$ cat src/rtl/core/hax_pkg.sv
`timescale 1ns / 1ps

package hax_pkg;

    // Field widths fixed by the data formats
    localparam int COORD_W    = 23;                // Q14.8 coordinate
    localparam int DIFF_W     = COORD_W + 1;       // upper minus lower bound
    localparam int CFG_SIZE_W = 7;                 // grid size registers
    localparam int CFG_IDX_W  = 4;
    localparam int CFG_DATA_W = 23;
    localparam int M_DATA_W   = ((3 * COORD_W + 7) / 8) * 8;

    // Register indexes of the configuration port
    localparam logic [CFG_IDX_W-1:0] CFG_GRID_WIDTH = 4'd0;
    localparam logic [CFG_IDX_W-1:0] CFG_GRID_DEPTH = 4'd1;
    localparam logic [CFG_IDX_W-1:0] CFG_X_LOWER    = 4'd2;
    localparam logic [CFG_IDX_W-1:0] CFG_X_UPPER    = 4'd3;
    localparam logic [CFG_IDX_W-1:0] CFG_Y_LOWER    = 4'd4;
    localparam logic [CFG_IDX_W-1:0] CFG_Y_UPPER    = 4'd5;
    localparam logic [CFG_IDX_W-1:0] CFG_Z_LOWER    = 4'd6;
    localparam logic [CFG_IDX_W-1:0] CFG_Z_UPPER    = 4'd7;

    // Reset values of the configuration registers
    localparam logic [CFG_SIZE_W-1:0]     SIZE_RST     = 7'd64;
    localparam logic signed [COORD_W-1:0] BOUND_LO_RST = -23'sd256000;
    localparam logic signed [COORD_W-1:0] BOUND_HI_RST = 23'sd256000;

    // Saturation limits of a coordinate
    localparam int COORD_MIN = -4194304;
    localparam int COORD_MAX = 4194303;

    // Job queue between accumulator and mapper
    localparam int QUEUE_DEPTH = 2;
    localparam int QUEUE_PTR_W = (QUEUE_DEPTH > 1) ? $clog2(QUEUE_DEPTH) : 1;

    // Axis codes of the mapper
    localparam logic [1:0] AXIS_X = 2'd0;
    localparam logic [1:0] AXIS_Y = 2'd1;
    localparam logic [1:0] AXIS_Z = 2'd2;

    typedef struct packed {
        logic signed [COORD_W-1:0] x_lo;
        logic signed [COORD_W-1:0] x_hi;
        logic signed [COORD_W-1:0] y_lo;
        logic signed [COORD_W-1:0] y_hi;
        logic signed [COORD_W-1:0] z_lo;
        logic signed [COORD_W-1:0] z_hi;
    } bounds_t;

    typedef enum logic [2:0] {
        BK_IDLE,
        BK_MUL,
        BK_DIV,
        BK_ADD,
        BK_SEND
    } back_state_t;

endpackage

$ cat src/rtl/core/hax_queue.sv
`timescale 1ns / 1ps

module hax_queue #(
    parameter int WIDTH = 22
) (
    input  logic             aclk,
    input  logic             aresetn,
    input  logic             push_valid,
    output logic             push_ready,
    input  logic [WIDTH-1:0] push_data,
    output logic             pop_valid,
    input  logic             pop,
    output logic [WIDTH-1:0] pop_data
);

    localparam int PTR_W = hax_pkg::QUEUE_PTR_W;
    localparam int CNT_W = $clog2(hax_pkg::QUEUE_DEPTH + 1);

    logic [WIDTH-1:0] entry_reg [hax_pkg::QUEUE_DEPTH];
    logic [PTR_W-1:0] wr_ptr_reg, wr_ptr_next;
    logic [PTR_W-1:0] rd_ptr_reg, rd_ptr_next;
    logic [CNT_W-1:0] count_reg, count_next;
    logic             do_push, do_pop;

    assign push_ready = (count_reg != CNT_W'(hax_pkg::QUEUE_DEPTH));
    assign pop_valid  = (count_reg != '0);
    assign pop_data   = entry_reg[rd_ptr_reg];
    assign do_push    = push_valid && push_ready;
    assign do_pop     = pop && pop_valid;

    // Advance pointers with wrap at the queue depth
    always_comb begin
        wr_ptr_next = wr_ptr_reg;
        rd_ptr_next = rd_ptr_reg;
        count_next  = count_reg;
        if (do_push) begin
            wr_ptr_next = (wr_ptr_reg == PTR_W'(hax_pkg::QUEUE_DEPTH - 1)) ? '0
                        : wr_ptr_reg + PTR_W'(1);
        end
        if (do_pop) begin
            rd_ptr_next = (rd_ptr_reg == PTR_W'(hax_pkg::QUEUE_DEPTH - 1)) ? '0
                        : rd_ptr_reg + PTR_W'(1);
        end
        if (do_push && !do_pop) begin
            count_next = count_reg + CNT_W'(1);
        end else if (do_pop && !do_push) begin
            count_next = count_reg - CNT_W'(1);
        end
    end

    always_ff @(posedge aclk) begin
        if (!aresetn) begin
            wr_ptr_reg <= '0;
            rd_ptr_reg <= '0;
            count_reg  <= '0;
        end else begin
            wr_ptr_reg <= wr_ptr_next;
            rd_ptr_reg <= rd_ptr_next;
            count_reg  <= count_next;
        end
    end

    // Store a job on each push
    always_ff @(posedge aclk) begin
        if (do_push) begin
            entry_reg[wr_ptr_reg] <= push_data;
        end
    end

    a_no_overflow: assert property (@(posedge aclk) disable iff (!aresetn)
        push_valid |-> push_ready)
        else $error("job pushed into a full queue");

    a_count_bound: assert property (@(posedge aclk) disable iff (!aresetn)
        count_reg <= CNT_W'(hax_pkg::QUEUE_DEPTH))
        else $error("queue fill count beyond depth");

endmodule

$ cat src/rtl/core/hax_front.sv
`timescale 1ns / 1ps

module hax_front #(
    parameter int SCORE_BITS = 16,
    parameter int IDX_W      = 7
) (
    input  logic                  aclk,
    input  logic                  aresetn,
    input  logic                  s_tvalid,
    output logic                  s_tready,
    input  logic [SCORE_BITS-1:0] score,
    input  logic [IDX_W-1:0]      grid_w,
    input  logic [IDX_W-1:0]      grid_d,
    output logic                  push_valid,
    input  logic                  push_ready,
    output logic [3*IDX_W:0]      push_data
);

    logic signed [SCORE_BITS-1:0] best_score_reg, best_score_next;
    logic [IDX_W-1:0]             best_col_reg, best_col_next;
    logic [IDX_W-1:0]             best_row_reg, best_row_next;
    logic [IDX_W-1:0]             best_slice_reg, best_slice_next;
    logic                         have_best_reg, have_best_next;
    logic [IDX_W-1:0]             col_reg, col_next;
    logic [IDX_W-1:0]             row_reg, row_next;
    logic [IDX_W-1:0]             slice_reg, slice_next;

    logic [IDX_W:0] col_inc, row_inc, slice_inc;
    logic           last_col, last_row, last_slice, volume_done;
    logic           accept, wins;

    // Take a score only while the queue has room for a finished volume
    assign s_tready = push_ready;
    assign accept   = s_tvalid && s_tready;
    assign wins     = $signed(score) > best_score_reg;

    // Counters wrap as soon as they reach or pass the current size
    assign col_inc     = {1'b0, col_reg} + (IDX_W + 1)'(1);
    assign row_inc     = {1'b0, row_reg} + (IDX_W + 1)'(1);
    assign slice_inc   = {1'b0, slice_reg} + (IDX_W + 1)'(1);
    assign last_col    = col_inc >= {1'b0, grid_w};
    assign last_row    = row_inc >= {1'b0, grid_w};
    assign last_slice  = slice_inc >= {1'b0, grid_d};
    assign volume_done = last_col && last_row && last_slice;

    // Strictly greater score takes the place of the best
    always_comb begin
        best_score_next = best_score_reg;
        best_col_next   = best_col_reg;
        best_row_next   = best_row_reg;
        best_slice_next = best_slice_reg;
        have_best_next  = have_best_reg;
        if (wins) begin
            best_score_next = $signed(score);
            best_col_next   = col_reg;
            best_row_next   = row_reg;
            best_slice_next = slice_reg;
            have_best_next  = 1'b1;
        end
    end

    // Step column, row and slice counters
    always_comb begin
        col_next   = col_reg;
        row_next   = row_reg;
        slice_next = slice_reg;
        if (last_col) begin
            col_next = '0;
            if (last_row) begin
                row_next   = '0;
                slice_next = last_slice ? '0 : slice_inc[IDX_W-1:0];
            end else begin
                row_next = row_inc[IDX_W-1:0];
            end
        end else begin
            col_next = col_inc[IDX_W-1:0];
        end
    end

    // Hand the winning cell of a finished volume to the mapper
    assign push_valid = accept && volume_done;
    assign push_data  = {have_best_next, best_slice_next, best_row_next, best_col_next};

    always_ff @(posedge aclk) begin
        if (!aresetn) begin
            best_score_reg <= '0;
            best_col_reg   <= '0;
            best_row_reg   <= '0;
            best_slice_reg <= '0;
            have_best_reg  <= 1'b0;
            col_reg        <= '0;
            row_reg        <= '0;
            slice_reg      <= '0;
        end else if (accept) begin
            col_reg   <= col_next;
            row_reg   <= row_next;
            slice_reg <= slice_next;
            if (volume_done) begin
                best_score_reg <= '0;
                best_col_reg   <= '0;
                best_row_reg   <= '0;
                best_slice_reg <= '0;
                have_best_reg  <= 1'b0;
            end else begin
                best_score_reg <= best_score_next;
                best_col_reg   <= best_col_next;
                best_row_reg   <= best_row_next;
                best_slice_reg <= best_slice_next;
                have_best_reg  <= have_best_next;
            end
        end
    end

    a_best_flag: assert property (@(posedge aclk) disable iff (!aresetn)
        have_best_reg == (best_score_reg > 0))
        else $error("best flag disagrees with stored best score");

    a_volume_restart: assert property (@(posedge aclk) disable iff (!aresetn)
        push_valid |=> (col_reg == '0 && row_reg == '0 && slice_reg == '0
                        && !have_best_reg))
        else $error("volume state not cleared after last cell");

endmodule

$ cat src/rtl/core/hax_back.sv
`timescale 1ns / 1ps

module hax_back #(
    parameter int IDX_W = 7
) (
    input  logic                              aclk,
    input  logic                              aresetn,
    input  logic                              q_valid,
    output logic                              q_pop,
    input  logic [3*IDX_W:0]                  q_data,
    input  logic [IDX_W-1:0]                  grid_w,
    input  logic [IDX_W-1:0]                  grid_d,
    input  hax_pkg::bounds_t                  bounds,
    output logic                              m_tvalid,
    input  logic                              m_tready,
    output logic signed [hax_pkg::COORD_W-1:0] coord_x,
    output logic signed [hax_pkg::COORD_W-1:0] coord_y,
    output logic signed [hax_pkg::COORD_W-1:0] coord_z,
    output logic                              found
);

    localparam int COORD_W = hax_pkg::COORD_W;
    localparam int DIFF_W  = hax_pkg::DIFF_W;
    localparam int ODD_W   = IDX_W + 1;
    localparam int NUM_W   = DIFF_W + ODD_W;
    localparam int DEN_W   = IDX_W + 1;
    localparam int SUM_W   = NUM_W + 2;
    localparam int STEP_W  = $clog2(NUM_W);

    localparam logic signed [SUM_W-1:0] V_MIN = SUM_W'(hax_pkg::COORD_MIN);
    localparam logic signed [SUM_W-1:0] V_MAX = SUM_W'(hax_pkg::COORD_MAX);

    hax_pkg::back_state_t state_reg, state_next;

    logic [1:0]                axis_reg, axis_next;
    logic signed [COORD_W-1:0] lb_reg, lb_next;
    logic                      neg_reg, neg_next;
    logic [NUM_W-1:0]          num_reg, num_next;
    logic [DEN_W-1:0]          den_reg, den_next;
    logic [DEN_W-1:0]          rem_reg, rem_next;
    logic [STEP_W-1:0]         step_reg, step_next;
    logic signed [COORD_W-1:0] cx_reg, cx_next;
    logic signed [COORD_W-1:0] cy_reg, cy_next;
    logic signed [COORD_W-1:0] cz_reg, cz_next;
    logic signed [COORD_W-1:0] ox_reg, ox_next;
    logic signed [COORD_W-1:0] oy_reg, oy_next;
    logic signed [COORD_W-1:0] oz_reg, oz_next;
    logic                      found_reg, found_next;
    logic                      m_valid_reg, m_valid_next;

    logic                      have;
    logic [IDX_W-1:0]          job_col, job_row, job_slice;
    logic signed [COORD_W-1:0] sel_lo, sel_hi;
    logic [IDX_W-1:0]          sel_idx, sel_n;
    logic signed [DIFF_W-1:0]  diff;
    logic [DIFF_W-1:0]         diff_mag;
    logic [ODD_W-1:0]          odd;
    logic [NUM_W-1:0]          prod;
    logic [DEN_W:0]            rem_sh, rem_sub;
    logic                      rem_ge;
    logic signed [SUM_W-1:0]   q_ext, q_signed, v_sum;
    logic signed [COORD_W-1:0] v_sat;

    assign {have, job_slice, job_row, job_col} = q_data;

    // Pick bounds, index and size of the current axis; box centre if none found
    always_comb begin
        case (axis_reg)
            hax_pkg::AXIS_Y: begin
                sel_lo  = bounds.y_lo;
                sel_hi  = bounds.y_hi;
                sel_idx = have ? job_row : '0;
                sel_n   = have ? grid_w : IDX_W'(1);
            end
            hax_pkg::AXIS_Z: begin
                sel_lo  = bounds.z_lo;
                sel_hi  = bounds.z_hi;
                sel_idx = have ? job_slice : '0;
                sel_n   = have ? grid_d : IDX_W'(1);
            end
            default: begin
                sel_lo  = bounds.x_lo;
                sel_hi  = bounds.x_hi;
                sel_idx = have ? job_col : '0;
                sel_n   = have ? grid_w : IDX_W'(1);
            end
        endcase
    end

    // Numerator magnitude (2i+1)|ub-lb|, sign kept apart
    assign diff     = DIFF_W'(sel_hi) - DIFF_W'(sel_lo);
    assign diff_mag = diff[DIFF_W-1] ? DIFF_W'(-diff) : DIFF_W'(diff);
    assign odd      = {sel_idx, 1'b1};
    assign prod     = NUM_W'(diff_mag) * NUM_W'(odd);

    // One restoring division step per cycle, quotient shifts into num_reg
    assign rem_sh  = {rem_reg, num_reg[NUM_W-1]};
    assign rem_ge  = rem_sh >= {1'b0, den_reg};
    assign rem_sub = rem_sh - {1'b0, den_reg};

    // Floor rounding for a negative numerator, then offset and saturate
    assign q_ext    = SUM_W'(num_reg);
    assign q_signed = neg_reg ? (-q_ext - SUM_W'(rem_reg != '0)) : q_ext;
    assign v_sum    = SUM_W'(lb_reg) + q_signed;
    assign v_sat    = (v_sum < V_MIN) ? COORD_W'(V_MIN)
                    : (v_sum > V_MAX) ? COORD_W'(V_MAX)
                    : v_sum[COORD_W-1:0];

    always_comb begin
        state_next   = state_reg;
        axis_next    = axis_reg;
        lb_next      = lb_reg;
        neg_next     = neg_reg;
        num_next     = num_reg;
        den_next     = den_reg;
        rem_next     = rem_reg;
        step_next    = step_reg;
        cx_next      = cx_reg;
        cy_next      = cy_reg;
        cz_next      = cz_reg;
        ox_next      = ox_reg;
        oy_next      = oy_reg;
        oz_next      = oz_reg;
        found_next   = found_reg;
        m_valid_next = m_valid_reg;
        q_pop        = 1'b0;
        if (m_valid_reg && m_tready) begin
            m_valid_next = 1'b0;
        end
        case (state_reg)
            hax_pkg::BK_IDLE: begin
                if (q_valid) begin
                    axis_next  = hax_pkg::AXIS_X;
                    state_next = hax_pkg::BK_MUL;
                end
            end
            hax_pkg::BK_MUL: begin
                lb_next    = sel_lo;
                neg_next   = diff[DIFF_W-1];
                num_next   = prod;
                den_next   = {sel_n, 1'b0};
                rem_next   = '0;
                step_next  = '0;
                state_next = hax_pkg::BK_DIV;
            end
            hax_pkg::BK_DIV: begin
                rem_next  = rem_ge ? rem_sub[DEN_W-1:0] : rem_sh[DEN_W-1:0];
                num_next  = {num_reg[NUM_W-2:0], rem_ge};
                step_next = step_reg + STEP_W'(1);
                if (step_reg == STEP_W'(NUM_W - 1)) begin
                    state_next = hax_pkg::BK_ADD;
                end
            end
            hax_pkg::BK_ADD: begin
                case (axis_reg)
                    hax_pkg::AXIS_X: cx_next = v_sat;
                    hax_pkg::AXIS_Y: cy_next = v_sat;
                    default:         cz_next = v_sat;
                endcase
                if (axis_reg == hax_pkg::AXIS_Z) begin
                    state_next = hax_pkg::BK_SEND;
                end else begin
                    axis_next  = axis_reg + 2'd1;
                    state_next = hax_pkg::BK_MUL;
                end
            end
            hax_pkg::BK_SEND: begin
                // Load the output register once it is free or being drained
                if (!m_valid_reg || m_tready) begin
                    ox_next      = cx_reg;
                    oy_next      = cy_reg;
                    oz_next      = cz_reg;
                    found_next   = have;
                    m_valid_next = 1'b1;
                    q_pop        = 1'b1;
                    state_next   = hax_pkg::BK_IDLE;
                end
            end
            default: begin
                state_next = hax_pkg::BK_IDLE;
            end
        endcase
    end

    always_ff @(posedge aclk) begin
        if (!aresetn) begin
            state_reg   <= hax_pkg::BK_IDLE;
            m_valid_reg <= 1'b0;
        end else begin
            state_reg   <= state_next;
            m_valid_reg <= m_valid_next;
        end
    end

    always_ff @(posedge aclk) begin
        axis_reg  <= axis_next;
        lb_reg    <= lb_next;
        neg_reg   <= neg_next;
        num_reg   <= num_next;
        den_reg   <= den_next;
        rem_reg   <= rem_next;
        step_reg  <= step_next;
        cx_reg    <= cx_next;
        cy_reg    <= cy_next;
        cz_reg    <= cz_next;
        ox_reg    <= ox_next;
        oy_reg    <= oy_next;
        oz_reg    <= oz_next;
        found_reg <= found_next;
    end

    assign m_tvalid = m_valid_reg;
    assign coord_x  = ox_reg;
    assign coord_y  = oy_reg;
    assign coord_z  = oz_reg;
    assign found    = found_reg;

    a_job_held: assert property (@(posedge aclk) disable iff (!aresetn)
        (state_reg != hax_pkg::BK_IDLE) |-> q_valid)
        else $error("mapper working without a job at the queue head");

endmodule

$ cat src/rtl/core/heatmap_argmax_to_xyz.sv
`timescale 1ns / 1ps

// Volumetric heatmap argmax mapped to box coordinates.
//
// The slave channel carries one Q4.12 score per transfer, in slice, row,
// column order, over grid_width x grid_width x grid_depth cells. Scores are
// taken one per cycle while s_tready is high. The transfer that carries the
// last cell of a volume queues a job, and the master channel later gives
// one transfer with the winning cell centre in Q14.8 (x, y, z in tdata,
// found in tuser). If no score was above zero the box centre is given with
// found low. For each job the mapper runs BK_MUL, BK_DIV and BK_ADD for
// each axis in turn, then loads the output register in BK_SEND once it is
// free. The restoring divider is 25 + clog2(max grid + 1) bits wide; the
// three axes share one multiplier and one divider that retires a quotient
// bit per cycle. A two-entry job queue, freed as a result enters the output
// register, lets later volumes stream in; s_tready falls while it is full,
// after volumes shorter than the mapping time or while m_tready is held
// low. Reset clears the running maximum, the cell counters, the queue and
// the output valid flag, and loads the configuration with its default
// values. Configuration writes take effect at the next clock edge.
module heatmap_argmax_to_xyz #(
    parameter int MAX_GRID_WIDTH = 64,
    parameter int MAX_GRID_DEPTH = 64,
    parameter int SCORE_BITS     = 16
) (
    input  logic                                  aclk,
    input  logic                                  aresetn,
    input  logic                                  s_tvalid,
    output logic                                  s_tready,
    // [SCORE_BITS-1:0] score, zero fill above
    input  logic [((SCORE_BITS + 7) / 8) * 8-1:0] s_tdata,
    output logic                                  m_tvalid,
    input  logic                                  m_tready,
    // [22:0] coord_x, [45:23] coord_y, [68:46] coord_z, zero fill above
    output logic [hax_pkg::M_DATA_W-1:0]          m_tdata,
    // [0] found
    output logic                                  m_tuser,
    input  logic                                  cfg_wr_en,
    input  logic [hax_pkg::CFG_IDX_W-1:0]         cfg_index,
    input  logic [hax_pkg::CFG_DATA_W-1:0]        cfg_wr_data
);

    localparam int MAX_GRID = (MAX_GRID_WIDTH > MAX_GRID_DEPTH) ? MAX_GRID_WIDTH
                            : MAX_GRID_DEPTH;
    localparam int IDX_W    = $clog2(MAX_GRID + 1);
    localparam int JOB_W    = 3 * IDX_W + 1;
    localparam int COORD_W  = hax_pkg::COORD_W;

    logic [hax_pkg::CFG_SIZE_W-1:0] cfg_width_reg;
    logic [hax_pkg::CFG_SIZE_W-1:0] cfg_depth_reg;
    hax_pkg::bounds_t               bounds_reg;

    logic [IDX_W-1:0] grid_w, grid_d;
    logic             push_valid, push_ready, q_valid, q_pop;
    logic [JOB_W-1:0] push_data, q_data;

    logic signed [COORD_W-1:0] coord_x, coord_y, coord_z;
    logic                      found;

    // Write configuration registers; indexes beyond the list are dropped
    always_ff @(posedge aclk) begin
        if (!aresetn) begin
            cfg_width_reg   <= hax_pkg::SIZE_RST;
            cfg_depth_reg   <= hax_pkg::SIZE_RST;
            bounds_reg.x_lo <= hax_pkg::BOUND_LO_RST;
            bounds_reg.x_hi <= hax_pkg::BOUND_HI_RST;
            bounds_reg.y_lo <= hax_pkg::BOUND_LO_RST;
            bounds_reg.y_hi <= hax_pkg::BOUND_HI_RST;
            bounds_reg.z_lo <= hax_pkg::BOUND_LO_RST;
            bounds_reg.z_hi <= hax_pkg::BOUND_HI_RST;
        end else if (cfg_wr_en) begin
            case (cfg_index)
                hax_pkg::CFG_GRID_WIDTH:
                    cfg_width_reg <= cfg_wr_data[hax_pkg::CFG_SIZE_W-1:0];
                hax_pkg::CFG_GRID_DEPTH:
                    cfg_depth_reg <= cfg_wr_data[hax_pkg::CFG_SIZE_W-1:0];
                hax_pkg::CFG_X_LOWER: bounds_reg.x_lo <= cfg_wr_data;
                hax_pkg::CFG_X_UPPER: bounds_reg.x_hi <= cfg_wr_data;
                hax_pkg::CFG_Y_LOWER: bounds_reg.y_lo <= cfg_wr_data;
                hax_pkg::CFG_Y_UPPER: bounds_reg.y_hi <= cfg_wr_data;
                hax_pkg::CFG_Z_LOWER: bounds_reg.z_lo <= cfg_wr_data;
                hax_pkg::CFG_Z_UPPER: bounds_reg.z_hi <= cfg_wr_data;
                default: ;
            endcase
        end
    end

    // Clamp grid sizes to one and to the built maximum
    always_comb begin
        if (cfg_width_reg == '0) begin
            grid_w = IDX_W'(1);
        end else if (int'(cfg_width_reg) > MAX_GRID_WIDTH) begin
            grid_w = IDX_W'(MAX_GRID_WIDTH);
        end else begin
            grid_w = IDX_W'(cfg_width_reg);
        end
        if (cfg_depth_reg == '0) begin
            grid_d = IDX_W'(1);
        end else if (int'(cfg_depth_reg) > MAX_GRID_DEPTH) begin
            grid_d = IDX_W'(MAX_GRID_DEPTH);
        end else begin
            grid_d = IDX_W'(cfg_depth_reg);
        end
    end

    hax_front #(
        .SCORE_BITS (SCORE_BITS),
        .IDX_W      (IDX_W)
    ) u_front (
        .aclk       (aclk),
        .aresetn    (aresetn),
        .s_tvalid   (s_tvalid),
        .s_tready   (s_tready),
        .score      (s_tdata[SCORE_BITS-1:0]),
        .grid_w     (grid_w),
        .grid_d     (grid_d),
        .push_valid (push_valid),
        .push_ready (push_ready),
        .push_data  (push_data)
    );

    hax_queue #(
        .WIDTH (JOB_W)
    ) u_queue (
        .aclk       (aclk),
        .aresetn    (aresetn),
        .push_valid (push_valid),
        .push_ready (push_ready),
        .push_data  (push_data),
        .pop_valid  (q_valid),
        .pop        (q_pop),
        .pop_data   (q_data)
    );

    hax_back #(
        .IDX_W (IDX_W)
    ) u_back (
        .aclk     (aclk),
        .aresetn  (aresetn),
        .q_valid  (q_valid),
        .q_pop    (q_pop),
        .q_data   (q_data),
        .grid_w   (grid_w),
        .grid_d   (grid_d),
        .bounds   (bounds_reg),
        .m_tvalid (m_tvalid),
        .m_tready (m_tready),
        .coord_x  (coord_x),
        .coord_y  (coord_y),
        .coord_z  (coord_z),
        .found    (found)
    );

    assign m_tdata = {(hax_pkg::M_DATA_W - 3 * COORD_W)'(0), coord_z, coord_y, coord_x};
    assign m_tuser = found;

endmodule
$ cat config.mk
export PLATFORM = sky130hd
export DESIGN_NAME = heatmap_argmax_to_xyz
export DESIGN_NICKNAME = d
export VERILOG_FILES = /design/src/rtl/core/hax_pkg.sv /design/src/rtl/core/hax_queue.sv /design/src/rtl/core/hax_front.sv /design/src/rtl/core/hax_back.sv /design/src/rtl/core/heatmap_argmax_to_xyz.sv
export SDC_FILE = /design/constraint.sdc
export NUM_CORES = 1
export LEC_CHECK = 0
export ABC_AREA = 1
export ABC_CLOCK_PERIOD_IN_PS = 27800
export BUFFER_PORTS_ARGS = -buffer_cell sky130_fd_sc_hd__buf_4
export CAP_MARGIN = 0
export CORE_UTILIZATION = 57
export DETAILED_ROUTE_END_ITERATION = 7
export GPL_ROUTABILITY_DRIVEN = 0
export GPL_TIMING_DRIVEN = 0
export HOLD_SLACK_MARGIN = 0.1
export PLACE_DENSITY_LB_ADDON = 0.25
export RECOVER_POWER = 50
export SKIP_LAST_GASP = 1
export SLEW_MARGIN = 20
export SYNTH_ARGS = -nofsm -noshare
export SYNTH_HDL_FRONTEND = slang
export SYNTH_HIERARCHICAL = 1
export SYNTH_SLANG_ARGS = --single-unit
$ cat constraint.sdc
create_clock -name aclk -period 27.8 [get_ports aclk]
set_clock_uncertainty 0.1 [all_clocks]
set_input_delay 4.17 -clock aclk [delete_from_list [all_inputs] [get_ports aclk]]
set_output_delay 4.17 -clock aclk [all_outputs]
set_load 0.05 [all_outputs]
### Word level (Yosys, flattened, before mapping)

Memory sizes are Yosys's and may differ from the RTL's. A register that Yosys moved wholly into a read port is not among the register bits.
Index checks and enable logic that the tools add are counted.

| operators by class | value |
|---|---|
| order comparisons | 9 |
| add/sub/neg operators | 15 |
| bitwise operators | 1 |
| multipliers | 1 |
| eq/ne operators | 19 |
| muxes and demuxes | 55 |
| reduce and logical (&&, ||, !) cells | 42 |

Operators with widths:

| kind | count |
|---|---|
| $mux W7 | 19 |
| $pmux W23 S2 | 2 |
| $pmux W32 S2 | 1 |
| $mux W23 | 2 |
| $add A23 B34 Y34 | 1 |
| $gt A34 B23 Y1 const B | 1 |
| $lt A34 B23 Y1 const B | 1 |
| $mux W34 | 1 |
| $neg A32 Y34 | 1 |
| $sub A34 B1 Y34 | 1 |
| $mul A24 B8 Y32 | 1 |
| $mux W16 | 2 |
| $reduce_and A2 Y1 | 14 |
| $add A7 B1 Y8 const B | 3 |
| $ge A8 B7 Y1 | 3 |
| $mux W24 | 1 |
| $neg A24 Y24 | 1 |
| $sub A23 B23 Y24 | 1 |
| $eq A4 B3 Y1 const B | 4 |
| $gt A16 B16 Y1 | 1 |
| $pmux W8 S2 | 1 |
| $pmux W3 S5 | 1 |
| $gt A7 B7 Y1 const B | 2 |
| $logic_not A7 Y1 | 2 |
| 34 further kinds | 75 |

| word-level totals | value |
|---|---|
| register bits | 436 |
| memories | 1 |
| input bits | 48 |
| word-level logic and storage cells | 178 |
| memory bits (writable) | 44 |

Memory list:

| memory | depth | width | read ports | clocked after Yosys merged registers in | write ports | RTL line | source |
|---|---|---|---|---|---|---|---|
| u_queue.entry_reg | 2 | 22 | 1 | 1 | 1 | hax_queue.sv:19 | `logic [WIDTH-1:0] entry_reg [hax_pkg::QUEUE_DEPTH];` |

### Depth between registers and ports, before layout

Gate-level depths: netlist (run 1).

| depth | value |
|---|---|
| depth after elaboration | 12 |
| depth in mapped cells | 47 |

### Hierarchy

Netlist (run 1), hierarchy kept.

By module, submodules not included:

| module | instances | cells an instance | area each (µm²) | seq. area each (µm²) |
|---|---|---|---|---|
| hax_back | 1 | 2701 | 21449.3 | 6596.3 |
| heatmap_argmax_to_xyz | 1 | 914 | 6286.0 | 3042.9 |
| hax_front | 1 | 640 | 4481.8 | 1181.1 |
| hax_queue | 1 | 105 | 1834.3 | 1421.4 |

### Worst setup path before layout (run 1)

Ideal clock, no wire load.

| timing path | value |
|---|---|
| path type | input port to flip-flop |
| start | in m_tready |
| end | reg u_queue.count_reg[1] |
| arrival time | 12.095 ns |
| path buffers | 0 |
| path slack | 15.541 ns |
| required time | 27.636 ns |
| stages on the path | 10 |
| cells stage by stage | nor2_1 nor4_1 o21a_1 inv_1 ha_1 inv_1 nand3_1 nand2_1 inv_1 nor2_1 |

| on the way | value |
|---|---|
| word-level cells in the longest chain between the ends | 7 |

RTL lines:

| element | RTL line | source |
|---|---|---|
| start: declaration | heatmap_argmax_to_xyz.sv:33 | `input logic m_tready,` |
| $logic_or A1 B1 Y1 (*) | hax_back.sv:169 | `if (!m_valid_reg \|\| m_tready) begin` |
| $mux W1 (*) | hax_back.sv:169 |  |
| $mux W1 (*) | hax_back.sv:130 | `case (state_reg)` |
| named net q_pop | heatmap_argmax_to_xyz.sv:54 | `logic push_valid, push_ready, q_valid, q_pop;` |
| $logic_and A1 B1 Y1 (*) | hax_queue.sv:29 | `assign do_pop = pop && pop_valid;` |
| $logic_not A1 Y1 | hax_queue.sv:44 | `if (do_push && !do_pop) begin` |
| $logic_and A1 B1 Y1 | hax_queue.sv:44 |  |
| $mux W2 or $reduce_bool A2 Y1 (tied branches) | n/a |  |
| end signal: assignment | hax_queue.sv:59 | `count_reg <= count_next;` |
| end: declaration | hax_queue.sv:22 | `logic [CNT_W-1:0] count_reg, count_next;` |

The timed path passes the listed nets; every way through them passes the cells marked *.
A chain may end at the register's enable or synchronous reset.

### Worst setup path after layout (run 1)

| timing path | value |
|---|---|
| start | reg u_back.axis_reg[0] |
| end | reg u_back.num_reg[22] (data pin) |

| on the way | value |
|---|---|
| word-level cells in the longest chain between the ends | 7 |

RTL lines:

| element | RTL line | source |
|---|---|---|
| start: declaration | hax_back.sv:35 | `logic [1:0] axis_reg, axis_next;` |
| start signal: assignment | hax_back.sv:196 | `axis_reg <= axis_next;` |
| $eq A2 B2 Y1 or $eq A2 B1 Y1 (tied branches) | hax_back.sv:68 | `case (axis_reg)` |
| $pmux W23 S2 (*) | hax_back.sv:68 |  |
| named net u_back.sel_lo[8] | hax_back.sv:53 | `logic signed [COORD_W-1:0] sel_lo, sel_hi;` |
| $sub A23 B23 Y24 (*) | hax_back.sv:91 | `assign diff = DIFF_W'(sel_hi) - DIFF_W'(sel_lo);` |
| $neg A24 Y24 | hax_back.sv:92 | `assign diff_mag = diff[DIFF_W-1] ? DIFF_W'(-diff) : DIFF_W'(diff);` |
| $mux W24 (*) | hax_back.sv:92 |  |
| $mul A24 B8 Y32 (*) | hax_back.sv:94 | `assign prod = NUM_W'(diff_mag) * NUM_W'(odd);` |
| $pmux W32 S2 (*) | hax_back.sv:130 |  |
| named net u_back.num_next[22] | hax_back.sv:38 | `logic [NUM_W-1:0] num_reg, num_next;` |
| end signal: assignment | hax_back.sv:199 | `num_reg <= num_next;` |
| end: declaration | hax_back.sv:38 |  |

Marks and branches as above.

==> flow_summary.toml, run 1 <==
[placed_design]
pre_cts_slack_ps = 17800
io_buffer_count = 119
hpwl_mm = 73.2

[critical_path]
crit_buf_inv = 8
required_ps = 28010
worst_path_most_repeated_cell = "nand2_1"
crit_fanout = 10
cp_slowest_cell = "xor2_1"
cp.arrival_ps = 10570
startpoint = "u_back/axis_reg[0]$_SDFFCE_PN0P_"
cp-endpoint = "u_back/num_reg[22]$_DFFE_PP_"
critPathLaunchType = "flop"
r2r_cells = 38
critical_path_class = "flop to flop"
ff2ff_setup_slack_ps = 17430
cp-end-kind = "flop"
crit_path_max_incr_delay_ps = 760
r2r-end = "u_back/num_reg[22]$_DFFE_PP_"
path_depth = 38
timing.rr.start = "u_back/axis_reg[0]$_SDFFCE_PN0P_"
critPathTopFamily = "adder cells"

[run_status]
status = "finished, violations left"
violations = "capacitance limit, slew limit"

[cts]
cts_buffers = 51
htree_levels = 2
cts_resized = 0
clkLatencyLatePin_ps = 640
cts_tree = "done"
cts_hold_buffers = 0
clockBufferDepth = 3
clockRootBuffer = "clkbuf_16"
cts_setup_buffers = 0
clock_sinks = 481
path_clk_slew_ps = 60

[synthesis]
synth_seq_cells = 481
synthSimpleGateAreaFrac_pct = 26.2
synth_edf_count = 261
synth_compound_gate_area_share_pct = 10.0
synth_top_family_by_area = "simple AND/OR/NAND/NOR gates"
muxShareOfSynthArea_pct = 0.728
synth_xor_area_share_pct = 2.05
syn_avg_cell_area_um2 = 7.81
seq_area_frac_synth_pct = 36.0
synth_cell_types = 63
synthAdderAreaFrac_pct = 15.2
synth_ff_type = "edfxtp_1"
ys.warnings.count = 6
synthCells = 4360
syn_area_mm2 = 0.0341
async_flop_share_pct = 0

[timing]
slew_violations = 23
period_needed_ps = 10370
fmax_ghz = 0.0965
setup-tns-final_ps = 0
fin_crit_sh_pct = 37.3
setup_viol = 0
fin_ws_ps = 17430
timing.hold.ws_ps = 315
hold_viol_final = 0
max_slew_margin_pct = -104
tightest_slew_ps = 3030
rsz0062_at_grt = "false"

[die]
io_pins = 123
initial_utilization_pct = 57.7
die_area_mm2 = 0.0607
core_mm2 = 0.0590
die_w_um = 246
dieHeight_um = 246
rows = 89

[global_routing]
track_usage_pct = 31.1
grt_pass1_wl_mm = 149
grt_antenna_before_repair = 1
grt_pass1_vias = 28400
gr-total-overflow = 0
grt_max_degree = 26

[finish]
final_common_cell = "nand2_1"
fin_util_pct = 64.0
regArea_mm2 = 0.0122
final_layout_size_suffix_gt1_share_pct = 9.44
largest_reg_flops = 138
final_cell_mix = "nand2_1, inv_1, nor2_1"
area_growth_pct = 10.9
fin_nets = 4934
multi_input_area_mm2 = 0.0185
nFillCells = 5127

[routing]
first_pass_iters = 6
wire_per_inst_um = 17.5
drt_iter0_markers = 2928
drtAntennaViolNets = 0
drc_errors = 0
vias = 29900
viasPerCell = 5.57
drt-total-wl_mm = 93.9

[flow_run]
drv_cap = 2

[hold_path]
hold_class = "flop to flop"
==> worst min path at each step <==
stage	startpoint	endpoint	slack, ps	depth (start not counted)
floorplan	u_back/cx_reg[0]$_DFFE_PP_	u_back/coord_x[0]$_DFFE_PP_	300	0
global placement	u_back/cz_reg[7]$_DFFE_PP_	u_back/coord_z[7]$_DFFE_PP_	300	0
detailed placement	u_back/cx_reg[17]$_DFFE_PP_	u_back/coord_x[17]$_DFFE_PP_	300	0
CTS	u_back/cx_reg[14]$_DFFE_PP_	u_back/coord_x[14]$_DFFE_PP_	310	0
global route	u_back/cx_reg[1]$_DFFE_PP_	u_back/coord_x[1]$_DFFE_PP_	320	0
finish	u_back/cz_reg[11]$_DFFE_PP_	u_back/coord_z[11]$_DFFE_PP_	310	0
==> through the flow <==
stage | instances | area (um2)
floorplan | 4362 | 34100
global placement | 5254 | 35900
detailed placement | 5274 | 36200
CTS | 5369 | 37900
global route | 5369 | 37700
finish | 5373 | 37800
==> metal layers <==
layer,global-route usage (%),share of wire [%],vias up
li1,-,-,14600
met5,0,0,-
met2,51.0,47,1136
met3,4.59,8.3,222
met4,11.0,3.6,0
met1,41.8,42,14000
==> area by class of cell <==
type,instances,share of cell area (%)
antenna,4,0.0265
buffer,152,1.88
clock buffer,64,3.64
clock inverter,31,0.905
inverter,701,6.99
multi-input combinational,3028,48.9
sequential,481,32.4
tap,773,2.56
timing repair buffer,139,2.69
==> cell usage after synthesis (all sizes together), types with 5 or more instances <==
cell    number  share of area [%]
a211oi       5               0.11
a21o        17               0.37
a21oi      239                3.8
a221o       30               0.88
a22o        22               0.57
a31oi       10               0.18
and2        25               0.46
buf         67                1.2
clkbuf      85               0.94
dfxtp      220                 13
edfxtp     261                 23
fa         135                7.9
ha         197                7.2
inv        699                7.7
mux2        22               0.73
nand2      915                 10
nand3      318                5.3
nand3b      12               0.28
nand4      116                2.1
nor2       559                6.4
nor3        34               0.53
nor4        11               0.20
o211ai      11               0.24
o21a         7               0.15
o21ai      211                3.1
o21bai      14               0.31
or2         23               0.42
xnor2       34               0.87
xor2        44                1.2
==> cell families (layout without fill, tap and decap cells) <==
kind of cell / after synthesis / after routing
simple gates: 2015 / 2015
buf+inv: 853 / 1087
compound gates: 578 / 578
flops: 481 / 481
fa+ha+maj: 332 / 332
xor+xnor: 78 / 78
mux: 22 / 22
other cells: 1 / 7
Power of run 1 is not shown: default switching activity piles up to over one toggle a cycle in this logic, so the estimate is an artifact.
==> run 2, diff against run 1 <==
--- a/config.mk
+++ b/config.mk
@@ -6,7 +6,7 @@
 export NUM_CORES = 1
 export LEC_CHECK = 0
 export ABC_AREA = 1
-export ABC_CLOCK_PERIOD_IN_PS = 27800
+export ABC_CLOCK_PERIOD_IN_PS = 8900
 export BUFFER_PORTS_ARGS = -buffer_cell sky130_fd_sc_hd__buf_4
 export CAP_MARGIN = 0
 export CORE_UTILIZATION = 57
==> constraint.sdc (replaced) <==
create_clock -name aclk -period 8.9 [get_ports aclk]
set_clock_uncertainty 0.1 [all_clocks]
set_input_delay 1.335 -clock aclk [delete_from_list [all_inputs] [get_ports aclk]]
set_output_delay 1.335 -clock aclk [all_outputs]
set_load 0.05 [all_outputs]
==> run 2 against run 1 <==
  * Largest cell class unchanged
  * Design area up 1.3%
  * Via count is 0.94% higher
  * The run still ends with capacitance limit, slew limit left
  * Cell count hardly changed
  * Critical path depth down 5
  * Fmax up 21%
  * Non-clock buffer count up 4
  * Clock-buffer cell count grew 5
  * First-iteration DRC count increased by 1.3%
  * Setup slack got worse by 17000 ps
  * Die area is the same
==> flow_summary.toml, run 2 (same netlist as run 1, synthesis figures left out) <==
[die]
die_w_um = 246
dieHeight_um = 246
io_pins = 123
rows = 89
die_area_mm2 = 0.0607
core_mm2 = 0.0590
initial_utilization_pct = 57.7

[cts]
path_clk_slew_ps = 70
htree_levels = 2
cts_tree = "done"
clock_sinks = 481
clockRootBuffer = "clkbuf_16"
clockBufferDepth = 3
cts_hold_buffers = 0
clkLatencyLatePin_ps = 610
cts_buffers = 51

[finish]
final_layout_size_suffix_gt1_share_pct = 11.5
final_cell_mix = "nand2_1, inv_1, nor2_1"
fin_nets = 4938
fin_util_pct = 64.8
final_common_cell = "nand2_1"
nFillCells = 5071
largest_reg_flops = 138
regArea_mm2 = 0.0122
area_growth_pct = 12.3
multi_input_area_mm2 = 0.0188

[critical_path]
crit_buf_inv = 8
timing.rr.start = "u_back/axis_reg[1]$_SDFFCE_PN0P_"
required_ps = 9140
r2r-end = "u_back/num_reg[31]$_DFFE_PP_"
crit_fanout = 10
cp_slowest_cell = "o21ai_0"
cp.arrival_ps = 8790
cp-end-kind = "flop"
critical_path_class = "flop to flop"
ff2ff_setup_slack_ps = 360
r2r_cells = 33
crit_path_max_incr_delay_ps = 720
startpoint = "u_back/axis_reg[1]$_SDFFCE_PN0P_"
critPathTopFamily = "adder cells"
critPathLaunchType = "flop"

[routing]
wire_per_inst_um = 17.7
drc_errors = 0
viasPerCell = 5.62
wl_met1_mm = 39.2
highest_layer = "met4"
drt-total-wl_mm = 95.1
drtAntennaViolNets = 0
drt_iter0_markers = 2965
wl_met2_mm = 44.8
vias = 30200
dr_wl_met3_mm = 7.76
first_pass_iters = 7

[placed_design]
pre_cts_slack_ps = -1230
hpwl_mm = 74.0
io_buffer_count = 119

[timing]
period_needed_ps = 8540
setup_viol = 0
max_slew_margin_pct = -0.302
fmax_ghz = 0.117
fin_ws_ps = 356
hold_viol_final = 0
slew_violations = 1
tightest_slew_ps = 1490
fin_crit_sh_pct = 96.0

[hold_path]
hold_class = "flop to flop"
holdPathEnd = "u_back/coord_z[9]$_DFFE_PP_"
whs_path_depth = 0
hp-start = "u_back/cz_reg[9]$_DFFE_PP_"

[global_routing]
track_usage_pct = 31.3
grt_max_degree = 24
grt_pass1_vias = 28700
gr-total-overflow = 0
grt_antenna_before_repair = 0
grt_pass1_wl_mm = 150

[flow_run]
drv_cap = 1

[run_status]
violations = "capacitance limit, slew limit"
status = "finished, violations left"
==> run 2: changes by cell type in the layout (fill, tap and decap cells not counted), sizes merged <==
cell,before,now
buf,180,211
bufinv,4,3
clkbuf,175,153
clkinv,21,17
diode,4,3
inv,702,701
==> run 2: layout make-up <==
cell class	instances	share of cell area, %
Timing Repair Buffer	146	3.12
Clock buffer	69	3.67
Sequential cell	481	32.0
Antenna cell	3	0.0196
Buffer	149	1.97
Multi-Input combinational cell	3028	49.1
Clock inverter	25	0.694
Inverter	701	6.92
Tap cell	773	2.53
==> run 2: how the worst max path moves through the flow <==
stage | to | slack, ps | depth (start not counted)
2_1_floorplan | u_back/num_reg[19]$_DFFE_PP_ | 1100 | 37
3_3_place_gp | u_back/num_reg[22]$_DFFE_PP_ | -1120 | 38
3_5_place_dp | u_back/num_reg[22]$_DFFE_PP_ | -1230 | 38
4_1_cts | u_back/num_reg[31]$_DFFE_PP_ | 10 | 39
5_1_grt | u_back/num_reg[29]$_DFFE_PP_ | -6 | 41
6_report | u_back/num_reg[31]$_DFFE_PP_ | 360 | 33
==> run 2: layer usage <==
metal / global-route usage, % / vias to the layer above
li1: - / 14600
met1: 41.4 / 14200
met2: 52.0 / 1276
met3: 4.52 / 190
met4: 11.5 / 0
met5: 0 / -
==> run 2: what timing repair did <==
item	in CTS	in global routing
setup buffers	4	6
endpoints found under the setup margin	24	20
pin swaps	2	3
resized for setup	52	85
==> run 2: through the flow <==
step | instance area [um2] | hold WS [ps] | TNS [ps] | std cells
after floorplan | 34100 | 300 | 0 | 4362
after global placement | 35900 | 301 | -16660 | 5254
after detailed placement | 36200 | 305 | -18600 | 5271
after CTS | 38000 | 313 | 0 | 5366
after global routing | 38200 | 320 | -8.93 | 5372
final | 38200 | 312 | 0 | 5375
Power of run 2 is left out for the same reason.
